`src/design/mgst_pkg.sv`:
```
`default_nettype none

package mgst_pkg;

  localparam int NUM_GATES  = 20;
  localparam int TIME_WIDTH = 32;

  localparam int SENSE_W   = 20;
  localparam int STAMP_W   = 32;
  localparam int IDX_W     = 5;
  localparam int SPEED_W   = 20;
  localparam int SPACING_W = 16;
  localparam int GATE_W    = $clog2(NUM_GATES);

  // mm/ms -> 0.01 km/h
  localparam int KMH_FACTOR = 3600 * 100 / 1000;
  localparam int FACTOR_W   = $clog2(KMH_FACTOR + 1);
  localparam int NUM_W      = SPACING_W + FACTOR_W;
  localparam int DIV_CNT_W  = $clog2(NUM_W);

  localparam logic [SPACING_W-1:0] SPACING_RESET = SPACING_W'(1000);
  localparam logic [SPEED_W-1:0]   SPEED_MAX     = '1;

  localparam int QUEUE_DEPTH = 4;
  localparam int QPTR_W      = $clog2(QUEUE_DEPTH);

  typedef enum logic [1:0] {
    KIND_WAITING = 2'd0,
    KIND_ARMED   = 2'd1,
    KIND_REPORT  = 2'd2
  } kind_t;

  typedef struct packed {
    kind_t                 kind;
    logic [IDX_W-1:0]      idx;
    logic                  valid;
    logic [TIME_WIDTH-1:0] dt;
    logic                  last;
  } job_t;

endpackage

`default_nettype wire

```
`src/design/mgst_front.sv`:
```
`default_nettype none

module mgst_front import mgst_pkg::*; (
  input  wire logic               clk,
  input  wire logic               rst,
  input  wire logic               sample_valid,
  output logic                    sample_stall,
  input  wire logic [SENSE_W-1:0] sensor_levels,
  input  wire logic [STAMP_W-1:0] time_ms,
  output logic                    job_push,
  output job_t                    job,
  input  wire logic               job_full
);

  typedef enum logic [1:0] {
    F_IDLE = 2'b01,
    F_WALK = 2'b10
  } fstate_t;

  fstate_t               state;
  logic [NUM_GATES-1:0]  latched;
  logic [TIME_WIDTH-1:0] stamp [NUM_GATES];
  logic [GATE_W-1:0]     cnt;

  logic [NUM_GATES-1:0]  gate_low;
  logic [NUM_GATES-1:0]  latched_next;
  logic [TIME_WIDTH-1:0] now;
  logic [TIME_WIDTH-1:0] diff_ab;
  logic [TIME_WIDTH-1:0] diff_ba;
  logic                  accept;
  logic                  report;
  logic                  walk_step;
  logic                  walk_last;

  assign gate_low     = ~NUM_GATES'(sensor_levels);
  assign now          = TIME_WIDTH'(time_ms);
  assign sample_stall = !(state == F_IDLE && !job_full);
  assign accept       = sample_valid && !sample_stall;
  assign latched_next = latched | gate_low;
  assign report       = latched_next[0] & latched_next[1];
  assign walk_step    = (state == F_WALK) && !job_full;
  assign walk_last    = (cnt == GATE_W'(NUM_GATES - 1));
  assign diff_ab      = stamp[0] - stamp[1];
  assign diff_ba      = stamp[1] - stamp[0];

  // pair under test always sits at positions 0 and 1; the ring rotates each step
  always_comb begin
    job = '0;
    if (state == F_WALK) begin
      job.kind  = KIND_REPORT;
      job.idx   = IDX_W'(cnt);
      job.valid = latched[0] & latched[1];
      job.dt    = (stamp[0] > stamp[1]) ? diff_ab : diff_ba;
      job.last  = walk_last;
    end else begin
      job.kind  = (|latched_next) ? KIND_ARMED : KIND_WAITING;
      job.last  = 1'b1;
    end
  end

  assign job_push = (accept && !report) || walk_step;

  always_ff @(posedge clk) begin
    if (accept) begin
      for (int i = 0; i < NUM_GATES; i++) begin
        if (gate_low[i] && !latched[i]) begin
          stamp[i] <= now;
        end
      end
    end else if (walk_step) begin
      for (int i = 0; i < NUM_GATES; i++) begin
        stamp[i] <= stamp[(i + 1) % NUM_GATES];
      end
    end
  end

  always_ff @(posedge clk) begin
    if (rst) begin
      state   <= F_IDLE;
      latched <= '0;
      cnt     <= '0;
    end else if (accept) begin
      latched <= latched_next;
      cnt     <= '0;
      if (report) begin
        state <= F_WALK;
      end
    end else if (walk_step) begin
      cnt <= cnt + 1'b1;
      if (walk_last) begin
        latched <= '0;
        state   <= F_IDLE;
      end else begin
        latched <= {latched[0], latched[NUM_GATES-1:1]};
      end
    end
  end

endmodule

`default_nettype wire

```
`src/design/mgst_queue.sv`:
```
`default_nettype none

module mgst_queue import mgst_pkg::*; (
  input  wire logic clk,
  input  wire logic rst,
  input  wire logic push,
  input  wire job_t push_job,
  output logic      full,
  input  wire logic pop,
  output job_t      head,
  output logic      empty
);

  job_t              slot [QUEUE_DEPTH];
  logic [QPTR_W-1:0] wr_ptr;
  logic [QPTR_W-1:0] rd_ptr;
  logic [QPTR_W:0]   count;
  logic              do_push;
  logic              do_pop;

  assign full    = (count == (QPTR_W + 1)'(QUEUE_DEPTH));
  assign empty   = (count == '0);
  assign do_push = push && !full;
  assign do_pop  = pop && !empty;
  assign head    = slot[rd_ptr];

  always_ff @(posedge clk) begin
    if (do_push) begin
      slot[wr_ptr] <= push_job;
    end
  end

  always_ff @(posedge clk) begin
    if (rst) begin
      wr_ptr <= '0;
      rd_ptr <= '0;
      count  <= '0;
    end else begin
      if (do_push) begin
        wr_ptr <= wr_ptr + 1'b1;
      end
      if (do_pop) begin
        rd_ptr <= rd_ptr + 1'b1;
      end
      case ({do_push, do_pop})
        2'b10:   count <= count + 1'b1;
        2'b01:   count <= count - 1'b1;
        default: count <= count;
      endcase
    end
  end

endmodule

`default_nettype wire

```
`src/design/mgst_back.sv`:
```
`default_nettype none

module mgst_back import mgst_pkg::*; (
  input  wire logic                 clk,
  input  wire logic                 rst,
  input  wire logic                 spacing_valid,
  input  wire logic [SPACING_W-1:0] gate_spacing_mm,
  input  wire job_t                 job,
  input  wire logic                 job_empty,
  output logic                      job_pop,
  output logic                      result_valid,
  input  wire logic                 result_stall,
  output logic [1:0]                result_kind,
  output logic [IDX_W-1:0]          pair_index,
  output logic [SPEED_W-1:0]        speed_centi_kmh,
  output logic                      speed_valid,
  output logic                      overflow,
  output logic                      last
);

  typedef enum logic [2:0] {
    B_IDLE = 3'b001,
    B_DIV  = 3'b010,
    B_DONE = 3'b100
  } bstate_t;

  bstate_t               state;
  logic [SPACING_W-1:0]  spacing;
  logic [TIME_WIDTH-1:0] rem;
  logic [TIME_WIDTH-1:0] divisor;
  logic [NUM_W-1:0]      quo;
  logic [DIV_CNT_W-1:0]  dcnt;
  logic [IDX_W-1:0]      hold_idx;
  logic                  hold_last;

  logic                  out_free;
  logic                  need_div;
  logic                  load_direct;
  logic                  load_div;
  logic                  load_done;
  logic [TIME_WIDTH+1:0] trial;
  logic                  ge;
  logic                  sat;

  assign out_free    = !result_valid || !result_stall;
  assign need_div    = (job.kind == KIND_REPORT) && job.valid && (job.dt != '0);
  assign load_div    = (state == B_IDLE) && !job_empty && need_div;
  assign load_direct = (state == B_IDLE) && !job_empty && !need_div && out_free;
  assign load_done   = (state == B_DONE) && out_free;
  assign job_pop     = load_div || load_direct;

  // restoring divide, one quotient bit per cycle
  assign trial = {1'b0, rem, quo[NUM_W-1]} - {2'b00, divisor};
  assign ge    = !trial[TIME_WIDTH+1];
  assign sat   = |quo[NUM_W-1:SPEED_W];

  always_ff @(posedge clk) begin
    if (rst) begin
      spacing <= SPACING_RESET;
    end else if (spacing_valid) begin
      spacing <= gate_spacing_mm;
    end
  end

  always_ff @(posedge clk) begin
    if (rst) begin
      state <= B_IDLE;
      dcnt  <= '0;
    end else begin
      case (state)
        B_IDLE: begin
          if (load_div) begin
            state <= B_DIV;
            dcnt  <= DIV_CNT_W'(NUM_W - 1);
          end
        end
        B_DIV: begin
          dcnt <= dcnt - 1'b1;
          if (dcnt == '0) begin
            state <= B_DONE;
          end
        end
        B_DONE: begin
          if (out_free) begin
            state <= B_IDLE;
          end
        end
        default: state <= B_IDLE;
      endcase
    end
  end

  always_ff @(posedge clk) begin
    if (load_div) begin
      quo       <= NUM_W'(spacing) * NUM_W'(KMH_FACTOR);
      rem       <= '0;
      divisor   <= job.dt;
      hold_idx  <= job.idx;
      hold_last <= job.last;
    end else if (state == B_DIV) begin
      quo <= {quo[NUM_W-2:0], ge};
      rem <= ge ? trial[TIME_WIDTH-1:0] : {rem[TIME_WIDTH-2:0], quo[NUM_W-1]};
    end
  end

  always_ff @(posedge clk) begin
    if (rst) begin
      result_valid <= 1'b0;
    end else if (load_direct || load_done) begin
      result_valid <= 1'b1;
    end else if (!result_stall) begin
      result_valid <= 1'b0;
    end
  end

  // a report that skips the divider is either an open pair or zero dt
  always_ff @(posedge clk) begin
    if (load_direct) begin
      result_kind     <= job.kind;
      pair_index      <= job.idx;
      speed_centi_kmh <= job.valid ? SPEED_MAX : '0;
      speed_valid     <= job.valid;
      overflow        <= job.valid;
      last            <= job.last;
    end else if (load_done) begin
      result_kind     <= KIND_REPORT;
      pair_index      <= hold_idx;
      speed_centi_kmh <= sat ? SPEED_MAX : quo[SPEED_W-1:0];
      speed_valid     <= 1'b1;
      overflow        <= sat;
      last            <= hold_last;
    end
  end

endmodule

`default_nettype wire

```
`src/design/multi_gate_speed_trap.sv`:
```
// A status result passes through the job queue and is registered at the output.
// A report sample gives NUM_GATES results; each complete pair with nonzero dt
// runs NUM_W (25) divider steps, one result at a time, the divider being
// the bottleneck. The next sample is taken once the pair walk ends, which
// queue backpressure can delay. Reset (rst, synchronous) clears latch flags,
// queue and output valid, and sets gate spacing to 1000 mm.
`default_nettype none

module multi_gate_speed_trap import mgst_pkg::*; (
  input  wire logic                 clk,
  input  wire logic                 rst,
  input  wire logic                 sample_valid,
  output logic                      sample_stall,
  input  wire logic [SENSE_W-1:0]   sensor_levels,
  input  wire logic [STAMP_W-1:0]   time_ms,
  input  wire logic                 spacing_valid,
  output logic                      spacing_ready,
  input  wire logic [SPACING_W-1:0] gate_spacing_mm,
  output logic                      result_valid,
  input  wire logic                 result_stall,
  output logic [1:0]                result_kind,
  output logic [IDX_W-1:0]          pair_index,
  output logic [SPEED_W-1:0]        speed_centi_kmh,
  output logic                      speed_valid,
  output logic                      overflow,
  output logic                      last
);

  job_t push_job;
  job_t head_job;
  logic job_push;
  logic job_full;
  logic job_pop;
  logic job_empty;
  logic spacing_we;

  assign spacing_ready = 1'b1;
  assign spacing_we    = spacing_valid && spacing_ready;

  mgst_front u_front (
    .clk           (clk),
    .rst           (rst),
    .sample_valid  (sample_valid),
    .sample_stall  (sample_stall),
    .sensor_levels (sensor_levels),
    .time_ms       (time_ms),
    .job_push      (job_push),
    .job           (push_job),
    .job_full      (job_full)
  );

  mgst_queue u_queue (
    .clk      (clk),
    .rst      (rst),
    .push     (job_push),
    .push_job (push_job),
    .full     (job_full),
    .pop      (job_pop),
    .head     (head_job),
    .empty    (job_empty)
  );

  mgst_back u_back (
    .clk             (clk),
    .rst             (rst),
    .spacing_valid   (spacing_we),
    .gate_spacing_mm (gate_spacing_mm),
    .job             (head_job),
    .job_empty       (job_empty),
    .job_pop         (job_pop),
    .result_valid    (result_valid),
    .result_stall    (result_stall),
    .result_kind     (result_kind),
    .pair_index      (pair_index),
    .speed_centi_kmh (speed_centi_kmh),
    .speed_valid     (speed_valid),
    .overflow        (overflow),
    .last            (last)
  );

  a_status_last: assert property (@(posedge clk) disable iff (rst)
    result_valid && (result_kind != KIND_REPORT) |-> last)
    else $error("status result without last");

  a_open_pair: assert property (@(posedge clk) disable iff (rst)
    result_valid && !speed_valid |-> (speed_centi_kmh == '0) && !overflow)
    else $error("open pair carries speed or overflow");

  a_sat: assert property (@(posedge clk) disable iff (rst)
    result_valid && overflow |-> (speed_centi_kmh == SPEED_MAX))
    else $error("overflow without saturated speed");

  a_last_pair: assert property (@(posedge clk) disable iff (rst)
    result_valid && (result_kind == KIND_REPORT) && last
      |-> (pair_index == IDX_W'(NUM_GATES - 1)))
    else $error("report ended on wrong pair");

endmodule

`default_nettype wire
```
`config.mk`:
```
export PLATFORM = sky130hd
export DESIGN_NAME = multi_gate_speed_trap
export DESIGN_NICKNAME = d
export VERILOG_FILES = /design/src/design/mgst_pkg.sv /design/src/design/mgst_front.sv /design/src/design/mgst_queue.sv /design/src/design/mgst_back.sv /design/src/design/multi_gate_speed_trap.sv
export SDC_FILE = /design/constraint.sdc
export NUM_CORES = 1
export LEC_CHECK = 0
export ABC_AREA = 1
export BUFFER_PORTS_ARGS = -buffer_cell sky130_fd_sc_hd__buf_2
export CAP_MARGIN = 20
export CORE_MARGIN = 1.5
export CORE_UTILIZATION = 40
export CTS_CLUSTER_SIZE = 12
export DETAILED_ROUTE_END_ITERATION = 16
export PLACE_DENSITY = 0.58
export SETUP_SLACK_MARGIN = 0.2
export SLEW_MARGIN = 30
export SYNTH_ARGS = -nofsm -noshare
export SYNTH_HDL_FRONTEND = slang
export SYNTH_SLANG_ARGS = --single-unit
```
`constraint.sdc`:
```
create_clock -name clk -period 6.3 [get_ports clk]
set_clock_uncertainty 0.15 [all_clocks]
set_input_delay 0.315 -clock clk [delete_from_list [all_inputs] [get_ports clk]]
set_output_delay 0.315 -clock clk [all_outputs]
set_load 0.01 [all_outputs]
```
# After elaboration in Yosys (flattened, before gate mapping)
# Memories as Yosys holds them, arrays and structs flattened. A register that Yosys moved wholly into a read port is not among the register bits.
# Index checks and enable logic that the tools add are counted.
[op_classes]
n_eq_ne = 15
reduce_logical = 80
n_lt_le_gt_ge = 1
n_mux = 125
bitwise_logic = 24
multipliers = 1
add_sub_neg = 9
[op_table]
columns = ["op", "count"]
rows = [
  ["32-bit two-way mux", 22],
  ["20-bit two-way mux", 7],
  ["1-bit two-way mux", 75],
  ["32-bit subtractor", 2],
  ["25-bit two-way mux", 2],
  ["38-bit two-way mux", 1],
  ["33-bit by 32-bit subtractor with 34-bit output", 1],
  ["1-bit logical AND", 33],
  ["32-bit > comparator", 1],
  ["32-bit nonzero test", 1],
  ["1-bit zero test", 28],
  ["16-bit by 6-bit multiplier with 22-bit output (second input constant)", 1],
  ["20-bit inverter", 1],
  ["1-bit bitwise OR", 20],
  ["20-bit bitwise OR", 1],
  ["20-bit OR reduction", 1],
  ["2-bit two-way mux", 9],
  ["5-bit two-way mux", 3],
  ["2-bit nonzero test", 6],
  ["5-bit case mux with 2 select lines", 1],
  ["3-bit two-way mux", 3],
  ["3-bit case mux with 3 select lines", 1],
  ["2-bit by 1-bit != test with 1-bit output (second input constant)", 4],
  ["2-bit == test (second input constant)", 3],
  ["20 further kinds", 28],
]
[totals]
in_bits = 73
out_inout_bits = 33
memories = 2
mem_bits_rw = 804
ff_bits = 184
word_cells = 279
[mem_list]
columns = ["memory", "words", "word_bits", "rd", "rd_ports_with_merged_regs", "wr", "line_no", "source"]
rows = [
  ["u_front.stamp", 20, 32, 20, 0, 20, "mgst_front.sv:22", "logic [TIME_WIDTH-1:0] stamp [NUM_GATES];"],
  ["u_queue.slot", 4, 41, 1, 1, 1, "mgst_queue.sv:14", "job_t slot [QUEUE_DEPTH];"],
]

# Depth between registers and ports, before layout
# Gate-level depths: netlist (run 1).
[logic_depth]
word_depth = 10
ltp_mapped = 21
ltp_nobuf = 19

# By module
# Synthesis (run 1) repeated with hierarchy kept, for this count alone.
[unflattened]
cells_unflattened = 5257
hier_area_um2 = 48527.8
[modules_own_cells]
columns = ["mod", "n_inst", "seq_area_each_um2", "area_each_um2", "cells_each"]
rows = [
  ["mgst_front", 1, 19759.0, 31529.0, 3387],
  ["mgst_back", 1, 3903.7, 10425.0, 1402],
  ["mgst_queue", 1, 5104.9, 6562.5, 466],
  ["multi_gate_speed_trap", 1, 0.0, 11.3, 2],
]

# Least setup slack after synthesis (run 1)
# OpenSTA, ideal clock, no wires.
[synth_timing]
path_kind = "flip-flop to flip-flop"
from = "register u_queue.count[2]"
to = "memory u_front.stamp[5][0], in the netlist u_front.stamp[0][160], enable pin"
t_required_ns = 5.680
setup_time_ns = 0.470
path_buffers = 1
arrival_time_ns = 3.455
setup_slack_ns = 2.225
period_less_slack_ns = 4.075
path_stages_with_launch = 7
path_cell_list = "dfxtp_1 > inv_1 > nor3_1 > nor3_1 > nand2_1 > clkbuf_1 > o31ai_1"
[synth_lines]
columns = ["element", "line_no", "source"]
rows = [
  ["start: declaration", "mgst_queue.sv:17", "logic [QPTR_W:0] count;"],
  ["start signal: assignment", "mgst_queue.sv:46", "2'b10: count <= count + 1'b1;"],
  ["start signal: assignment", "mgst_queue.sv:47", "2'b01: count <= count - 1'b1;"],
  ["start signal: assignment", "mgst_queue.sv:48", "default: count <= count;"],
  ["end: declaration", "mgst_front.sv:22", ""],
]

==> key figures, run 1 <==
CTS
  • CTS tree: yes
  • Root Driver: clkbuf_16
  • CTS clk-pin slew, worst paths: 70 ps
  • H-tree depth: 3
  • CTS Sinks: 990
  • Setup Buffers After CTS: 0
  • Skew-Pair Late Insertion Delay: 710 ps
  • Total CTS buffers: 103
  • Largest buffer count on any clock path: 3

STA
  • Tcrit/Tclk final: 67.21%
  • Worst Tran Pin Value: 915.6 ps
  • Final hold viol count: 0
  • Slew Limit Fails: 0
  • Setup TNS: 0 ps
  • Post-layout min period: 4234 ps
  • Final setup fails: 0
  • Fmax: 236.2 MHz
  • Slew HR: 38.32%
  • RSZ-0062 raised after global routing: no

Layout
  • Nets: 5351
  • Commonest non-fill, non-tap cell in the layout: nand2_1
  • Fillers: 11140
  • Cell Count, Final, Fillers Out: 6703
  • Leading cell types in the layout, fill and taps excluded: nand2_1, edfxtp_1, inv_1
  • Post-route cell area: 53420 um^2
  • Layout area overhead: 13.43%
  • Ratio of cells with drive above 1 in the final layout: 6.315%

Logic synthesis
  • Syn Area/Cell: 9.501 um^2
  • Cells after synthesis: 4957
  • FF+latch count, synth: 990
  • Sequential element share of the synthesized area: 61.08%
  • Number of synthesized flops with an enable pin: 894
  • Synth cell types: 49
  • Yosys Warn Count: 0
  • Syn_nets: 5203
  • Cell Area, Synth: 47100 um^2
  • Synth Flop Type: edfxtp_1
  • Post-synth ARST share: 0%

Route
  • WL met3: 5614 um
  • DR WL/cell: 18.33 um
  • Initial DRT Pass Iterations: 6
  • Met2 routed WL: 56850 um
  • Top layer in use: met5
  • Via count: 34085
  • Drt total wl: 122800 um
  • Initial DRC Count: 2690
  • Antenna-violating nets left: 0
  • DRC Markers: 0
  • Via/cell ratio: 5.085
  • M1 WL: 57600 um

Worst setup path
  • Worst Setup Path Type: reg2reg
  • Crit Path Max Fanout: 64
  • Startpoint Class: register
  • WP data required: 6460 ps
  • Worst reg-to-reg setup slack: 2070 ps
  • Crit path arrival time: 4390 ps
  • Critical Path Sink Type: register

Pwr
  • Leakage power: 0.02176 uW
  • VDD IR max: 0.2216 mV
  • PD cells: 342.6 nW/um^2

GRT
  • Largest net degree at the start of global routing: 232
  • All-layer global routing usage: 20.35%
  • First-pass GRT wire length: 192200 um
  • Congestion Overflow GR: 0
  • Vias in the first global route: 33030
  • Antenna violations before repair: 7

Floorplan
  • Boundary Pins: 106
  • Total die area: 119800 um^2
  • CORE AREA: 116500 um^2
  • Die height: 346.1 um
  • FP Rows: 125
  • Die X: 346.1 um
  • Initial core utilization: 40.42%

Run status
  • Outcome: complete, no violations

Placed design
  • Final GP Congestion: 0.9251
  • Number of port buffers: 104
  • Cell total after placement: 6435
  • Post-DP Area: 49400 um^2
  • Hpwl dp: 81140 um

Worst hold path
  • Tightest Hold Check Type: in2reg

Job
  • Max-Cap Viols: 0
power by group:
part           total, uW  leakage [uW]  switching [uW]  internal [uW]
clock               5710       0.00150            2560           3150
combinational       4150        0.0113            2970           1180
sequential          8440       0.00897             240           8200
total              18300        0.0218            5770          12500
logic make-up after synthesis:
family,Yosys count,synth area share (%)
AOI/OAI and AO/OA,572,6.639
xor gates and xnor gates,64,1.190
adders and majority gates,173,4.963
buffers and inverters,623,5.141
DFF,990,61.08
other,1,0.007963
and+or+nand+nor,2534,20.98
final timing paths:
check / start / endpoint / cells after the start
max reg2reg: register / u_back.divisor[11] / 13
min: spacing_valid / u_back.spacing[9] / 4
max: register / u_back.divisor[11] / 13
min reg2reg: u_back.rem[25] / u_back.rem[25] / 2
state kept, by name, summed over array words and instances, names as in the netlist, named ones only:
signal	flops
u_back.dcnt	5
u_front.latched	20
u_back.quo	25
u_queue.wr_ptr	2
u_queue.rd_ptr	2
u_queue.count	3
u_back.speed_centi_kmh	20
u_front.stamp	640
u_back.speed_valid	1
u_queue.slot	164
u_back.divisor	32
u_back.spacing	16
u_front.cnt	5
u_back.hold_idx	5
u_back.result_valid	1
u_back.overflow	1
u_front.state	2
u_back.result_kind	2
u_back.state	3
u_back.rem	32
u_back.hold_last	1
u_back.pair_index	5
u_back.last	1
stage by stage:
step / hold WS (ps) / setup WS, ps / util [%] / total power [uW]
2_1_floorplan: 288.5 / 2225 / - / 11260
3_3_place_gp: 309.2 / 2174 / 42.37 / 12680
3_5_place_dp: 315.6 / 2052 / 42.40 / 12710
4_1_cts: 147.7 / 1998 / 45.80 / 18490
5_1_grt: 272.0 / 1636 / 45.85 / 19270
6_report: 235.4 / 2066 / 45.85 / 18300
Yosys cell counts (7+ instances only):
cell type     n  area share (%)
nand2_1    1974              16
edfxtp_1    894              57
inv_1       423             3.4
nor2_1      322             2.6
o21ai_0     273             2.9
a21oi_1     190             2.0
nand3_1     173             1.8
ha_1        150             4.0
clkbuf_1    138             1.1
dfxtp_1      96             4.1
xor2_1       53            0.99
buf_2        41            0.44
fa_1         23            0.98
nor3_1       21            0.22
nand4_1      19            0.25
o31ai_1      19            0.30
o21bai_1     13            0.21
a21o_1       12            0.19
o21a_1       12            0.19
xnor2_1      11            0.20
o211ai_1      9            0.14
a31oi_1       8            0.11
buf_1         8           0.064
o22ai_1       8            0.11
a22o_1        7            0.13
area by class of cell:
cell class                 count  area (um^2)  share of cell area, %
inverter                     430         1617                  3.026
timing repair buffer         236         1814                  3.396
tap                         1524         1907                  3.569
antenna                        1        2.502               0.004684
multi-input combinational   3344        16220                  30.37
clock buffer                 137         2746                  5.141
clock inverter                41        342.8                 0.6417
sequential                   990        28770                  53.85
timing repair:
| item | 4_1_cts | 5_1_grt |
|---|---|---|
| gates resized for setup | 0 | 0 |
| endpoints found under the hold margin | 102 | 0 |
| hold buffers | 87 | 0 |
critical path: stages (launching register included):
cell and delay, ps:
dfxtp_2 330, inv_2 240, buf_4 590, nand2_1 120, nand3_1 110, nand2_1 90
nand2_1 70, nor2_1 50, nand2_1 70, nor2_1 40, nand2_1 130, nand3_1 590
inv_2 570, buf_4 580
routing by layer:
layer	vias up	track usage [%]
met5	-	0
met4	12	4.963
met3	175	2.766
met2	786	32.98
met1	16468	28.87
li1	16644	-
Power figures use the tool's default switching activity.
==> run 2: changes to the inputs <==
Settings changed: PLACE_DENSITY 0.58 to 0.6.
Clock period 6.3 ns to 3.87 ns, I/O delays scaled along.
==> run 2 against run 1 <==
Compared with the run above:
- combinational power grew 77%
- critical path type unchanged
- global-route usage grew 1.0 points
- first-iteration DRC count grew 9.0%
- clock-buffer cell count grew 5
- critical path depth grew 2
==> key figures, run 2 (synthesized netlist as in run 1, its figures left out) <==
Run status
  • Outcome: complete, no violations

Route
  • Top layer in use: met5
  • Via/cell ratio: 5.106
  • Met2 routed WL: 61040 um
  • Initial DRT Pass Iterations: 5
  • WL met3: 6378 um
  • Antenna-violating nets left: 0
  • DR WL/cell: 19.12 um
  • Via count: 34536
  • M1 WL: 58120 um
  • Drt total wl: 129300 um
  • Initial DRC Count: 2931
  • DRC Markers: 0

Worst setup path
  • Worst reg-to-reg path cell count: 15
  • Startpoint Class: register
  • Critical Path Sink Type: register
  • Crit Path Max Fanout: 4
  • WP data required: 4150 ps
  • Worst Setup Path Type: reg2reg
  • R2R Path End: u_back.quo[23]
  • Reg2Reg Launch Point: u_back.spacing[2]
  • Worst reg-to-reg setup slack: 350 ps
  • Crit path arrival time: 3810 ps

GRT
  • Antenna violations before repair: 6
  • First-pass GRT wire length: 199100 um
  • Largest net degree at the start of global routing: 209
  • Congestion Overflow GR: 0
  • Vias in the first global route: 33668
  • All-layer global routing usage: 21.36%

Layout
  • Footprint of the multi-input gates: 16280 um^2
  • Cell Count, Final, Fillers Out: 6764
  • Largest regs: u_front.stamp x640, u_queue.slot x164
  • Nets: 5405
  • Leading cell types in the layout, fill and taps excluded: nand2_1, edfxtp_1, inv_1
  • Fillers: 10968
  • Layout area overhead: 15.05%
  • Max reg flops: 640
  • Biggest register: u_front.stamp
  • Seq. cell area: 28770 um^2
  • Commonest non-fill, non-tap cell in the layout: nand2_1
  • Ratio of cells with drive above 1 in the final layout: 7.296%

STA
  • Final hold viol count: 0
  • Final setup fails: 0
  • Slew Limit Fails: 0
  • Fin Hold WS: 124.7 ps
  • Setup TNS: 0 ps
  • Post-layout min period: 3523 ps
  • Slew HR: 32.49%
  • Tcrit/Tclk final: 91.04%
  • Fmax: 283.8 MHz
  • RSZ-0062 raised after global routing: yes
  • Worst Tran Pin Value: 1013 ps
  • Setup ws final: 346.7 ps

CTS
  • Largest buffer count on any clock path: 3
  • Root Driver: clkbuf_16
  • CTS clk-pin slew, worst paths: 60 ps
  • Skew-Pair Late Insertion Delay: 710 ps
  • Total CTS buffers: 105
  • H-tree depth: 3
  • CTS Sinks: 990
  • CTS tree: yes

Pwr
  • PD cells: 566.8 nW/um^2
  • Leakage power: 0.02212 uW
  • VDD IR max: 0.4104 mV

Placed design
  • Final GP Congestion: 0.9612
  • Hpwl dp: 87420 um
  • Dpl ws: 109.8 ps
  • Number of port buffers: 104
  • Cell total after placement: 6465

Floorplan
  • FP Rows: 125
  • CORE AREA: 116500 um^2
  • Die X: 346.1 um
  • Initial core utilization: 40.42%
  • Die height: 346.1 um
  • Total die area: 119800 um^2
  • Boundary Pins: 106

Worst hold path
  • Tightest Hold Check Type: in2reg
  • Hold-critical path depth: 4
  • Hold Startpoint: spacing_valid
  • Hold EP: u_back.spacing[9]

Job
  • Max-Cap Viols: 0
==> run 2: cell types whose count changed in the layout (fill, tap and decap cells not counted), sizes merged <==
| cell | change |
|---|---|
| bufinv | +1 |
| inv | +3 |
| clkbuf | +6 |
| buf | +29 |
| diode | +3 |
| dlygate4sd3 | +22 |
| clkinvlp | +1 |
| clkinv | -4 |
==> run 2: final cells by class <==
type                    count  area share (%)
diodes                      4         0.01847
clock buffers             142           5.219
clock inverters            42          0.7482
inverters                 430           3.000
multi-input cells        3344           30.05
flip-flops and latches    990           53.09
well taps                1524           3.519
repair buffers            288           4.350
==> run 2: worst max path at each step <==
stage          slack, ps                    end         startpoint  cells after the start
2_1_floorplan       -210  u_front.stamp[0][160]   u_queue.count[2]                      6
3_3_place_gp         150         u_back.quo[18]  u_back.spacing[4]                     11
3_5_place_dp         110         u_back.quo[22]  u_back.spacing[4]                     11
4_1_cts              240         u_back.quo[22]  u_back.spacing[4]                     11
5_1_grt              160         u_back.quo[21]  u_back.spacing[4]                     14
6_report             350         u_back.quo[23]  u_back.spacing[2]                     15
==> run 2: timing repair <==
item / CTS / global route
hold buffers: 109 / 0
pin swaps: 0 / 3
endpoints found under the setup margin: 4 / 12
resized for setup: 4 / 27
buffers inserted: 0 / 1
gates cloned: 0 / 1
endpoints found under the hold margin: 179 / 0
==> run 2: power by group <==
part | internal (uW) | leakage [uW] | total (uW) | switching [uW]
Clock | 5350 | 0.00157 | 9590 | 4240
Combinational | 2180 | 0.0116 | 7360 | 5180
Sequential | 13300 | 0.00897 | 13800 | 415
==> run 2: critical path: stages (launching register included) <==
cell,delay (ps)
dfxtp_1,330
ha_1,320
ha_1,340
xnor2_1,160
fa_1,500
inv_1,40
ha_1,360
a21oi_2,170
o21ai_2,80
buf_4,140
nand3_1,60
nand4_1,180
a21oi_1,250
nand2_1,70
nand2_1,70
o21ai_1,50
==> run 2: metrics by stage <==
| step | power [uW] | instance area (um^2) | util (%) |
|---|---|---|---|
| 2_1_floorplan | 18330 | 47100 | - |
| 3_3_place_gp | 21040 | 49720 | 42.67 |
| 3_5_place_dp | 21090 | 49720 | 42.67 |
| 4_1_cts | 30830 | 54050 | 46.39 |
| 5_1_grt | 32210 | 54180 | 46.50 |
| 6_report | 30710 | 54180 | 46.50 |
==> run 2: metal layers <==
layer  up-vias  GRT usage (%)
li1      16752              -
met1     16721          29.02
met2       865          35.27
met3       194          3.314
met4         4          6.329
met5         -              0
